### src/tcw_pkg.sv
`timescale 1ns / 1ps
// ----------------------------------------------------------------------------
// tcw_pkg: shared types and constants for the text console writer
// Field widths, command and control codes, and the command plan record that
// the decoder hands to the sequencer.
// ----------------------------------------------------------------------------
package tcw_pkg;

  // screen geometry defaults
  localparam int COLUMNS_DEF = 80;
  localparam int ROWS_DEF    = 25;

  // field widths fixed by the word layout
  localparam int CMD_W  = 2;
  localparam int CHAR_W = 8;
  localparam int COL_W  = 7;
  localparam int ROW_W  = 5;
  localparam int CELL_W = 16;
  // widest cell address that the column and row fields can reach
  localparam int CELL_ADDR_W = COL_W + ROW_W;

  // word widths on the stream ports
  localparam int IN_DATA_W  = 32;
  localparam int OUT_DATA_W = 32;

  typedef logic [CMD_W-1:0]       cmd_t;
  typedef logic [CHAR_W-1:0]      byte_t;
  typedef logic [COL_W-1:0]       col_t;
  typedef logic [ROW_W-1:0]       row_t;
  typedef logic [CELL_W-1:0]      cell_t;
  typedef logic [CELL_ADDR_W-1:0] cell_addr_t;

  // commands
  localparam cmd_t CMD_PUT  = 2'd0;
  localparam cmd_t CMD_SET  = 2'd1;
  localparam cmd_t CMD_READ = 2'd2;

  // control characters
  localparam byte_t CH_BEL = 8'd7;
  localparam byte_t CH_BS  = 8'd8;
  localparam byte_t CH_TAB = 8'd9;
  localparam byte_t CH_LF  = 8'd10;
  localparam byte_t CH_FF  = 8'd12;
  localparam byte_t CH_CR  = 8'd13;
  localparam byte_t CH_SPACE = 8'h20;

  localparam byte_t BLANK_ATTR = 8'h0F;
  localparam cell_t BLANK_CELL = {BLANK_ATTR, CH_SPACE};

  // tab stop distance
  localparam int TAB_STEP = 4;

  // what one command needs from the sequencer
  typedef struct packed {
    logic       scroll;     // scroll the screen up one row first
    logic       do_write;   // write wr_data at wr_addr (after any scroll)
    logic       is_read;    // read the cell at rd_addr
    logic       beep;
    col_t       new_col;
    row_t       new_row;
    cell_addr_t wr_addr;
    cell_t      wr_data;
    cell_addr_t attr_addr;  // cell whose attribute colors the new bottom row
    cell_addr_t rd_addr;
  } plan_t;

endpackage

### src/tcw_plan.sv
`timescale 1ns / 1ps
// ----------------------------------------------------------------------------
// tcw_plan: command decoder
// Turns one command and the current cursor into a plan: new cursor, whether
// to scroll, which cell to write or read, and the beep flag.
// ----------------------------------------------------------------------------
module tcw_plan #(
  parameter int COLUMNS = tcw_pkg::COLUMNS_DEF,
  parameter int ROWS    = tcw_pkg::ROWS_DEF
) (
  input  tcw_pkg::cmd_t  cmd,
  input  tcw_pkg::byte_t char_code,
  input  tcw_pkg::byte_t colour,
  input  tcw_pkg::col_t  pos_x,
  input  tcw_pkg::row_t  pos_y,
  input  tcw_pkg::col_t  cur_col,
  input  tcw_pkg::row_t  cur_row,
  output tcw_pkg::plan_t plan
);
  import tcw_pkg::*;

  localparam col_t LAST_COL = COL_W'(COLUMNS - 1);
  localparam row_t LAST_ROW = ROW_W'(ROWS - 1);

  function automatic cell_addr_t addr_of(input row_t r, input col_t c);
    cell_addr_t prod;
    prod = CELL_ADDR_W'(r) * CELL_ADDR_W'(COLUMNS);
    return prod + CELL_ADDR_W'(c);
  endfunction

  logic [COL_W:0] col_step;
  col_t           tab_col;
  col_t           put_col;
  col_t           clamp_x;
  row_t           clamp_y;
  col_t           bs_col;
  row_t           bs_row;
  logic           at_last_row;

  always_comb begin
    col_step    = {1'b0, cur_col} + (COL_W+1)'(TAB_STEP);
    tab_col     = (col_step > (COL_W+1)'(COLUMNS - 1)) ? LAST_COL : col_step[COL_W-1:0];
    put_col     = (char_code == CH_TAB) ? tab_col : cur_col;
    clamp_x     = (pos_x > LAST_COL) ? LAST_COL : pos_x;
    clamp_y     = (pos_y > LAST_ROW) ? LAST_ROW : pos_y;
    at_last_row = (cur_row == LAST_ROW);
    // backspace target: wraps to the end of the row above
    if (cur_col == '0) begin
      bs_col = LAST_COL;
      bs_row = cur_row - ROW_W'(1);
    end else begin
      bs_col = cur_col - COL_W'(1);
      bs_row = cur_row;
    end

    plan         = '0;
    plan.new_col = cur_col;
    plan.new_row = cur_row;

    case (cmd)
      CMD_PUT: begin
        if (char_code == CH_LF || char_code == CH_CR || char_code == CH_FF) begin
          plan.scroll    = at_last_row;
          plan.attr_addr = addr_of(LAST_ROW, cur_col);
          if (!at_last_row) plan.new_row = cur_row + ROW_W'(1);
          if (char_code != CH_FF) plan.new_col = '0;
        end else if (char_code == CH_BEL) begin
          plan.beep = 1'b1;
        end else if (char_code == CH_BS) begin
          if (!(cur_row == '0 && cur_col == '0)) begin
            plan.new_col  = bs_col;
            plan.new_row  = bs_row;
            plan.do_write = 1'b1;
            plan.wr_addr  = addr_of(bs_row, bs_col);
            plan.wr_data  = BLANK_CELL;
          end
        end else begin
          // any other byte is written; tab writes its own code at the tab stop
          plan.scroll    = (put_col == LAST_COL) && at_last_row;
          plan.attr_addr = addr_of(LAST_ROW, put_col);
          plan.do_write  = 1'b1;
          plan.wr_addr   = addr_of(cur_row, put_col);
          plan.wr_data   = {colour, char_code};
          if (put_col == LAST_COL) begin
            plan.new_col = '0;
            if (!at_last_row) plan.new_row = cur_row + ROW_W'(1);
          end else begin
            plan.new_col = put_col + COL_W'(1);
          end
        end
      end
      CMD_SET: begin
        plan.new_col = clamp_x;
        plan.new_row = clamp_y;
      end
      CMD_READ: begin
        plan.is_read = 1'b1;
        plan.rd_addr = addr_of(clamp_y, clamp_x);
      end
      default: begin
      end
    endcase
  end

endmodule

### config.mk
export PLATFORM = sky130hd
export DESIGN_NAME = tcw_plan
export DESIGN_NICKNAME = d
export VERILOG_FILES = /design/src/tcw_pkg.sv /design/src/tcw_plan.sv
export SDC_FILE = /design/constraint.sdc
export NUM_CORES = 1
export LEC_CHECK = 0
export ABC_AREA = 1
export BUFFER_PORTS_ARGS = -buffer_cell sky130_fd_sc_hd__buf_4
export CORE_MARGIN = 1
export CORE_UTILIZATION = 54
export DETAILED_ROUTE_END_ITERATION = 7
export GPL_TIMING_DRIVEN = 1
export PLACE_DENSITY = 0.94
export REMOVE_ABC_BUFFERS = 1
export SLEW_MARGIN = 20
export SYNTH_ARGS = -nofsm -noshare
export SYNTH_HDL_FRONTEND = slang
export SYNTH_SLANG_ARGS = --single-unit
export TNS_END_PERCENT = 1
### constraint.sdc
create_clock -name vclk -period 13
set_input_delay 2.6 -clock vclk [all_inputs]
set_output_delay 2.6 -clock vclk [all_outputs]
set_load 0.01 [all_outputs]
== Word-level counts from Yosys, hierarchy flattened ==
Cells that the tools add are included.
Word-level totals
  bits in registers: 0
  input port bits: 42
  output and inout port bits: 68
  word-level logic and storage cells: 65
Operators by class
  $add $sub $neg: 10
  $mul: 3
  magnitude comparators: 3
  eq/ne operators: 11
  muxes and demuxes: 31
  reductions and logical operators: 7
Operators by type and width (number)
  $mux W40: 3
  $mux W52: 1
  $mux W12: 4
  $mux W7: 6
  $eq A8 B4 Y1 const B: 5
  $add A12 B7 Y12: 3
  $mux W28: 1
  $add A11 B7 Y12 const A: 2
  $mul A5 B3 Y8 const B: 3
  $pmux W12 S2: 1
  $mux W5: 4
  $mux W1: 9
  $add A7 B3 Y8 const B: 1
  $eq A8 B3 Y1 const B: 1
  $gt A8 B7 Y1 const B: 1
  $ne A8 B4 Y1 const B: 1
  $add A7 B1 Y7 const B: 1
  $eq A7 B7 Y1 const B: 1
  $gt A7 B7 Y1 const B: 1
  $logic_not A7 Y1: 1
  $sub A7 B1 Y7 const B: 1
  $add A5 B1 Y5 const B: 1
  $eq A5 B5 Y1 const B: 1
  $gt A5 B5 Y1 const B: 1
  8 further kinds: 11

== Longest topological paths before layout ==
Gate-level depths: netlist of run 1.
  depth after elaboration: 10
  mapped depth: 21
  depth with buffers taken out: 20

== Worst setup path after synthesis of run 1 ==
OpenSTA, ideal clock, no wires.
  kind: input -> output
  from: in cur_col[4]
  to: out plan[51] in the netlist's numbering
  arrival: 5345 ps
  data required time: 10400 ps
  slack: 5055 ps
  stages on the path: 19
  buffers on the path: 2
  path through: buf_4 nor2_1 nand2_1 inv_2 nand3_4 buf_2 o21ai_0 inv_1 ha_1 ha_1 inv_1 fa_1 xnor2_1 inv_1 nor3_1 nand2_1 nand3_1 o211ai_1 inv_1
RTL lines
  start, declared: line tcw_plan.sv:16  | input tcw_pkg::col_t cur_col,
  end, declared: line tcw_plan.sv:18  | output tcw_pkg::plan_t plan

==> results of run 1 <==
==> worst max-delay path: cells and delay by family <==
family | cells | cell delay [ns]
AO/OA/AOI/OAI | 2 | 0.52
XOR/XNOR | 1 | 0.20
adder cells (fa/ha/maj) | 4 | 1.18
buffers and inverters | 7 | 0.74
AND/OR/NAND/NOR | 4 | 0.63
==> cells in the final DEF (no fill, tap or decap), types with 7 or more instances in the layout <==
master    netlist  layout
nand2_1       103     103
inv_1          95      95
ha_1           34      34
inv_2          20      20
a21oi_1        42      42
nor3_1         12      12
xor2_1         14      14
nand3_1        17      17
nor2_4          8       8
o21ai_0        30      30
o211ai_1        7       7
a22oi_1         7       7
buf_4           5     111
nor2_1         82      82
nand4_1         8       8
==> routing by layer <==
layer / GRT usage (%) / wire length, µm / part of all wire, %
met5: 0 / 0 / 0
met4: 5.93 / 191 / 1.8
met3: 1.63 / 732 / 6.9
met2: 61.9 / 5030 / 47
met1: 43.9 / 4700 / 44
==> power breakdown <==
part           internal (mW)  total [mW]  switching, mW
Clock                      0           0              0
Combinational         0.0575       0.139         0.0811
Sequential                 0           0              0
Total                 0.0575       0.139         0.0811
==> area by class of cell <==
type               instances  area, µm²
multi-input cells        435       2630
fillers                  509       1580
inverters                117        444
well taps                 72       90.1
repair buffers           111        833
==> synth_stat cells (2+ instances only) <==
cell type	number	area [µm²]
nand2_1	103	387
inv_1	95	357
nor2_1	82	308
a21oi_1	42	210
ha_1	34	425
o21ai_0	30	150
inv_2	20	75.1
nand3_1	17	85.1
xor2_1	14	123
nor3_1	12	60.1
clkbuf_1	10	37.5
nand4_1	8	50.1
nor2_4	8	90.1
a22oi_1	7	52.6
o211ai_1	7	52.6
fa_1	6	120
nand2_2	6	37.5
nand2_4	6	67.6
nor4_1	6	37.5
o21ai_1	6	30.0
xnor2_1	6	52.6
buf_4	5	37.5
a31oi_1	4	25.0
buf_2	4	20.0
nand3b_1	4	30.0
o21ai_2	4	35.0
o22ai_1	4	25.0
a211oi_1	3	22.5
nand3_2	3	30.0
a221oi_1	2	17.5
==> worst max-delay path by stage <==
stage / from / depth (start not counted) / slack [ns] / to
6_report: cur_col[0] / 18 / 4.52 / plan[51]
5_1_grt: cur_col[0] / 18 / 4.23 / plan[51]
4_1_cts: cur_col[0] / 17 / 4.57 / plan[49]
3_5_place_dp: cur_col[0] / 17 / 4.57 / plan[49]
3_3_place_gp: cur_col[0] / 17 / 4.69 / plan[49]
2_1_floorplan: cur_col[0] / 16 / 5.17 / plan[51]
==> cells by family (layout without fill, tap and decap cells) <==
family          count (synthesis)  in the layout
simple gates                  260            260
xor+xnor                       20             20
buf+inv                       137            228
fa+ha+maj                      40             40
other cells                     1              1
compound gates                114            114
==> per-stage QoR <==
stage	power [mW]	hold WS, ns	worst slack (ns)
final	0.139	5.52	4.52
after global routing	0.153	5.52	4.23
after CTS	0.137	5.52	4.57
after detailed placement	0.136	5.52	4.57
after global placement	0.132	5.51	4.69
after floorplan	0.0836	5.28	5.17
==> key figures, run 1 <==
Outcome
  • Status: complete, no violations

Place
  • Placed insts: 735
  • Post-DP HPWL: a little under 9000 µm
  • IO Port Bufs: approximately 110
  • Placement Cell Area: 0.00400 mm²
  • RePlAce Congestion: approximately 0.94

Worst setup path
  • Worst EP required: ~10 ns
  • CP peak stage delay: around 0.43 ns
  • Worst path most repeated cell: inv_1
  • CP Cell Sequence: buf_4 -> inv_1 -> ha_1 -> nand3_4 -> o21ai_0 -> inv_1 -> ha_1 -> ha_1 -> inv_1 -> fa_1 -> xnor2_1 -> inv_1 -> nor3_1 -> nand2_1 -> nand3_1 -> o211ai_1 -> inv_1 -> buf_4
  • Crit Path Class: in -> out
  • CP Data Arrival Time: 5.88 ns
  • Critical path launch point type: input pin
  • Critical-path maximum fanout: 13
  • CP max stage cell: o21ai_0
  • Element type at the critical path end: primary output

Die
  • Core area: between 0.005 and 0.006 mm²
  • Row count: 27
  • Die ar.: between 0.006 and 0.007 mm²
  • DIE WIDTH: roughly 79 µm
  • Total I/O pin count: 110
  • Starting density of the core: a little under three fifths
  • Die Y: 78.6 µm

GRT
  • Initial antenna violation count: 0
  • Vias in the first global route: ~3800
  • First-pass GRT wire length: ~17000 µm
  • Pin count of the biggest net entering global routing: 20
  • Gr usage total: 33.9%
  • GRT overflow: 0

Hold path
  • Hold Crit Start: colour[3]
  • Worst hold path depth: 4
  • HP Class: in -> out
  • Hold worst-path end: plan[35]

Synthesis
  • Mapped Cells: ~570
  • Xor and xnor area share after synthesis: about 5.5%
  • Main combinational cell family by area after synthesis: simple AND/OR/NAND/NOR gates
  • Warnings from Yosys: 0
  • Multiplexer share of the synthesized area: 0%
  • Mapped Area: approximately 0.0032 mm²
  • Simple-Gate Fraction of Synth Area: between 30% and 40%
  • Compound-gate portion of the synthesized area: between 20% and 30%
  • Post-synthesis sequential area ratio: 0%
  • Post-synthesis adder-cell area fraction: between 15 and 20%
  • Synth cell types: 44
  • Synth Area per Inst: between 5 and 6 µm²

CTS
  • Post-CTS setup buffers: 0
  • Cts repair resizes: 0
  • Post-CTS Hold Fix Bufs: 0

Route
  • Final WL: ~11000 µm
  • Number of remaining DRC errors: 0
  • DR vias: ~4000
  • Via-per-instance ratio: 5.50
  • Drt initial violations: 200
  • DR pass1 iterations: 5
  • Wire per inst: about 15 µm
  • Final ANT Viol Nets: 0

Cells and area
  • Layout area overhead: 26.0%
  • Nets@finish: between 700 and 800
  • Clkbuf count: 0
  • Fin cells: roughly 740
  • Final core occ: a little under three quarters
  • Seq cells: 0
  • N_diodes: 0
  • Area taken by flip-flops and latches: 0 µm²
  • Share of cells above drive strength 1: between 20% and 30%
  • Post-route cell area: between 0.003 and 0.004 mm²

Timing
  • Crit share post-route: between 60% and 70%
  • Slew Viols, Final: 0
  • Setup violations, final: 0
  • Setup tns final: 0 ns
  • Max Fclk: 0.118 GHz
  • Max_slew headroom: approximately 56%
  • RSZ-0062 raised after global routing: false
  • Fin. Hold Viols: 0
  • Worst slew pin tran: ~0.66 ns
  • Period minus WS final: roughly 8.5 ns

Job
  • MaxCap Viol Count: 0

Pwr
  • Worst VDD drop: approximately 22 µV
  • PwrDens: ~35 mW/mm²
  • Leakage: 2.28 nW
Note: power is estimated with default switching activity, not from simulation.
==> run 2, diff against run 1 <==
CORE_UTILIZATION = 49   (was 54)
PLACE_DENSITY = 0.91   (was 0.94)
clock period = 7 ns   (was 13 ns; I/O delays follow)
==> run 2 against run 1 <==
Net effect:
- combinational power rose by 84%
- non-clock buffer count down 1
- global-route usage down 1.9 points
- largest cell class unchanged
- critical path depth is 1 lower
- utilization down 6.2 points
- sequential share of layout area stayed put
==> key figures, run 2 (synthesis gave the netlist of run 1 again) <==
Outcome
  • Status: complete, no violations

Cells and area
  • Share of cells above drive strength 1: 24.5% (-0.11 points)
  • Final core occ: 65.5% (-6.2 points)
  • N_diodes: 0 (unchanged)
  • Seq cells: 0 (unchanged)
  • Commonest non-fill, non-tap cell in the layout: buf_4
  • Post-route cell area: 0.00399 mm² (about the same)
  • Area taken by flip-flops and latches: 0 µm² (unchanged)
  • # fillers: 589 (+16%)
  • Most frequent cells in the layout: buf_4 (110), nand2_1 (103), inv_1 (95)
  • Clkbuf count: 0 (unchanged)
  • Layout area overhead: 25.9% (about the same)
  • Nets@finish: 746 (-0.13%)

Pwr
  • Int Pwr: 0.107 mW (+86%)
  • Leakage: 2.27 nW (-0.24%)
  • Power, Total: 0.256 mW (+85%)
  • Clock power frac: 0% (unchanged)
  • Sw Share: 58.4% (-0.13 points)
  • Psw: 0.150 mW (+85%)
  • Worst VDD drop: 39.1 µV (+74%)
  • Sequential Power Share: 0% (unchanged)
  • Power share of the combinational group: 100.0% (about the same)
  • PwrDens: 64.2 mW/mm² (+85%)

Timing
  • Hold WS: 3.12 ns (-2.39 ns)
  • Setup violations, final: 0 (unchanged)
  • Fin. Hold Viols: 0 (unchanged)
  • Slew Viols, Final: 0 (unchanged)
  • Max Fclk: 0.164 GHz
  • Worst slew pin tran: 0.807 ns (+0.151 ns)
  • RSZ-0062 raised after global routing: false
  • Setup tns final: 0 ns (unchanged)
  • Period minus WS final: ~6.1 ns
  • Crit share post-route: ~87%
  • Max_slew headroom: 45.8% (-10 points)

Die
  • Total I/O pin count: 110 (unchanged)
  • Core area: 0.00610 mm² (+9.4%)
  • Starting density of the core: 52.0% (-4.9 points)
  • Die ar.: 0.00680 mm² (+9.9%)
  • DIE WIDTH: 82.5 µm (+4.9%)
  • Die Y: 82.5 µm (+4.9%)
  • Row count: 28 (+3.7%)

Hold path
  • HP Class: in -> out
  • Hold worst-path end: plan[34]
  • Worst hold path depth: 4 (unchanged)
  • Hold Crit Start: colour[2]

Route
  • Via-per-instance ratio: 5.50 (about the same)
  • DR pass1 iterations: 7 (+2)
  • DR vias: 4056 (+0.32%)
  • Wire per inst: 14.6 µm (+0.37%)
  • Number of remaining DRC errors: 0 (unchanged)
  • Final ANT Viol Nets: 0 (unchanged)
  • Final WL: 10700 µm (+0.65%)
  • Drt initial violations: 307 (+54%)

Job
  • MaxCap Viol Count: 0 (unchanged)

GRT
  • Gr usage total: 32.0% (-1.9 points)
  • Pin count of the biggest net entering global routing: 20 (unchanged)
  • First-pass GRT wire length: 17100 µm (-0.44%)
  • GRT overflow: 0 (unchanged)
  • Vias in the first global route: 3732 (-0.72%)
  • Initial antenna violation count: 0 (unchanged)

Place
  • Post-DP HPWL: 8830 µm (-0.52%)
  • Placement Cell Area: 0.00399 mm² (about the same)
  • IO Port Bufs: 109 (unchanged)
  • RePlAce Congestion: 0.990 (+5.6%)

Worst setup path
  • Critical-path maximum fanout: 13 (unchanged)
  • Worst EP required: 5.60 ns (-4.80 ns)
  • Element type at the critical path end: primary output
  • Critical path launch point type: input pin
  • CP Data Arrival Time: 4.68 ns (-1.20 ns)
  • Crit Path Class: in -> out

CTS
  • Post-CTS Hold Fix Bufs: 0 (unchanged)
  • Cts repair resizes: 0 (unchanged)
  • Post-CTS setup buffers: 0 (unchanged)
==> run 2: cell count changes in the layout (fill, tap and decap cells not counted), sizes merged <==
| cell | before | now |
|---|---|---|
| buf | 111 | 110 |
==> run 2: worst max-delay path, stage by stage <==
cell	delay (ns)
buf_4	0.13
inv_1	0.14
ha_1	0.30
nand3_4	0.21
o21ai_0	0.44
inv_1	0.13
ha_1	0.30
ha_1	0.16
inv_1	0.06
fa_1	0.39
xnor2_1	0.22
inv_1	0.10
nor3_1	0.26
nor3_1	0.08
o21ai_0	0.16
inv_1	0.05
buf_4	0.14
==> run 2: worst max-delay path by stage <==
| stage | cells after the start | from | endpoint |
|---|---|---|---|
| after floorplan | 16 | cur_col[0] | plan[51] |
| after global placement | 17 | cur_col[0] | plan[49] |
| after detailed placement | 17 | cur_col[0] | plan[49] |
| after CTS | 17 | cur_col[0] | plan[49] |
| after global routing | 17 | cur_col[2] | plan[49] |
| final | 17 | cur_col[0] | plan[49] |
==> run 2: power by group through the flow <==
stage	clock network, mW	logic (mW)	registers (mW)
after floorplan	0	0.155	0
after global placement	0	0.247	0
after detailed placement	0	0.252	0
after CTS	0	0.254	0
after global routing	0	0.289	0
final	0	0.256	0
==> run 2: per-stage QoR <==
stage	setup WS, ns	std cells
floorplan	1.57	552
global placement	1.09	737
detailed placement	0.942	737
CTS	0.951	737
global route	0.545	737
finish	0.919	737
==> run 2: layout make-up <==
cell class         instances  area, µm²  area share (%)
inverters                117        444            11.1
well taps                 75       93.8            2.35
multi-input cells        435       2630            65.8
repair buffers           110        826            20.7
==> run 2: metal layers <==
layer / wire length, µm / GRT usage [%]
met5: 0 / 0
met4: 146 / 4.56
met3: 946 / 2.97
met2: 5010 / 58.4
met1: 4630 / 41.2
==> run 3, diff against run 2 <==
clock period = 5 ns   (was 7 ns; I/O delays follow)
==> run 3 against run 2 <==
Net effect:
- critical endpoint is now plan[50]
- design area is 3.1% higher
- largest cell class unchanged
- clock-buffer cell count unchanged
- flip-flop and latch count did not move
- total power grew 45%
- highest routed layer unchanged
- largest power group unchanged
- combinational power grew 45%
==> key figures, run 3 (synthesis gave the netlist of run 1 again) <==
Worst setup path
  • Worst path bufs/invs: 7 (unchanged)
  • Critical-path maximum fanout: 7 (-6)
  • Crit Path Class: in -> out
  • Critical path launch point type: input pin
  • CP max stage cell: fa_2
  • Worst path top cell family by delay: adder cells
  • CP Cell Sequence: buf_4 -> inv_2 -> ha_2 -> nand3_4 -> inv_2 -> nand4_1 -> xor2_1 -> ha_1 -> ha_1 -> inv_1 -> fa_2 -> nor2_1 -> inv_1 -> o21ai_0 -> nand2_1 -> o211ai_1 -> inv_1 -> buf_4
  • CP Data Arrival Time: 3.86 ns (-0.82 ns)
  • Worst EP required: 4.00 ns (-1.60 ns)
  • Worst path most repeated cell: inv_1
  • CP peak stage delay: 0.47 ns (+0.03 ns)
  • Element type at the critical path end: primary output

Timing
  • Period minus WS final: roughly 4.9 ns
  • Worst slew pin tran: 0.657 ns (-0.150 ns)
  • Max Fclk: 0.206 GHz
  • Setup violations, final: 0 (unchanged)
  • Fin. Hold Viols: 0 (unchanged)
  • Crit share post-route: 97.3%
  • Slew Viols, Final: 0 (unchanged)
  • Max_slew headroom: 55.8% (+10 points)
  • Hold WS: 2.32 ns (-0.800 ns)

Pwr
  • PwrDens: 90.2 mW/mm² (+41%)
  • Power, Total: 0.371 mW (+45%)
  • Leakage: 2.33 nW (+2.6%)
  • Worst VDD drop: 54.9 µV (+41%)

Cells and area
  • Multi-input logic area: 0.00265 mm² (+0.86%)
  • N_diodes: 0 (unchanged)
  • Share of cells above drive strength 1: 27.1% (+2.6 points)
  • Seq cells: 0 (unchanged)
  • # fillers: 572 (-2.9%)
  • Area taken by flip-flops and latches: 0 µm² (unchanged)
  • Commonest non-fill, non-tap cell in the layout: buf_4
  • Clkbuf count: 0 (unchanged)
  • Nets@finish: 759 (+1.7%)
  • Layout area overhead: 29.8%
  • Most frequent cells in the layout: buf_4 (123), nand2_1 (103), inv_1 (93)

Route
  • Final ANT Viol Nets: 0 (unchanged)
  • Wire per inst: 14.3 µm (-1.5%)
  • DR vias: 4128 (+1.8%)
  • Number of remaining DRC errors: 0 (unchanged)
  • Via-per-instance ratio: 5.50 (about the same)
  • Drt initial violations: 341 (+11%)
  • Final WL: 10800 µm (+0.21%)
  • DR pass1 iterations: 6 (-1)

Place
  • IO Port Bufs: 109 (unchanged)
  • Post-DP HPWL: 9020 µm (+2.0%)
  • RePlAce Congestion: 0.989 (-0.11%)

GRT
  • M1 GR Usage: 38.5% (-2.7 points)
  • M2 GR Usage: 58.4% (unchanged)
  • Gr usage total: 31.2% (-0.84 points)
  • Initial antenna violation count: 0 (unchanged)
  • GRT overflow: 0 (unchanged)
  • Met3 Use GR: 2.75% (-0.22 points)
  • GR peak layer: met2
  • Vias in the first global route: 3605 (-3.4%)
  • First-pass GRT wire length: 16600 µm (-2.9%)
  • Pin count of the biggest net entering global routing: 19 (-5.0%)

Die
  • Die Y: 82.5 µm (unchanged)
  • Row count: 28 (unchanged)
  • Starting density of the core: 52.0% (unchanged)
  • Total I/O pin count: 110 (unchanged)
  • Core area: 0.00610 mm² (unchanged)
  • Die ar.: 0.00680 mm² (unchanged)
  • DIE WIDTH: 82.5 µm (unchanged)

Hold path
  • HP Class: in -> out

Job
  • MaxCap Viol Count: 0 (unchanged)

Outcome
  • Status: complete, no violations
[run 3: cell types whose count changed in the layout (fill, tap and decap cells not counted), moves of 2 or more]
| cell | change |
|---|---|
| inv_1 | -2 |
| ha_1 | -2 |
| o21ai_1 | +3 |
| o21ai_0 | -3 |
| buf_4 | +13 |
| ha_2 | +2 |
[run 3: per-layer routing]
| layer | wire length (µm) | up-vias |
|---|---|---|
| li1 | - | 2055 |
| met1 | 4410 | 1827 |
| met2 | 5200 | 224 |
| met3 | 953 | 22 |
| met4 | 187 | 0 |
| met5 | 0 | - |
[run 3: layout make-up]
class	instances	share of cell area, %
Multi-Input combinational cell	435	64.4
Timing Repair Buffer	123	22.4
Inverter	117	10.9
Tap cell	75	2.28
[run 3: through the flow]
stage	TNS, ns	setup WS, ns	util (%)	instance area [µm²]	instances
global route	-0.00760	-0.00760	67.5	4120	750
finish	0	0.136	67.5	4120	750
detailed placement	0	0.0103	67.1	4090	750
CTS	0	0.0217	67.1	4090	750
floorplan	0	0.366	-	3070	552
global placement	0	0.153	67.1	4090	750
[run 3: final timing paths]
path | to | cells past startpoint | slack, ns | startpoint
setup / recovery | plan[50] | 18 | 0.14 | cur_col[3]
hold / removal | plan[34] | 4 | 2.32 | colour[2]
[run 3: repair_timing]
item | CTS | global route
hold buffers | 0 | 0
setup buffers | 0 | 0
resized for setup | 0 | 11
endpoints found under the setup margin | 0 | 3
[run 3: tightest hold or removal path: cells and delay by family]
kind / cells / cell delay [ns]
AND/OR/NAND/NOR: 2 / 0.12
buffers and inverters: 2 / 0.20
[run 3: where the power goes]
part	leakage, nW	switching [mW]	internal [mW]
combinational	2.33	0.213	0.158
clock	0	0	0
sequential	0	0	0
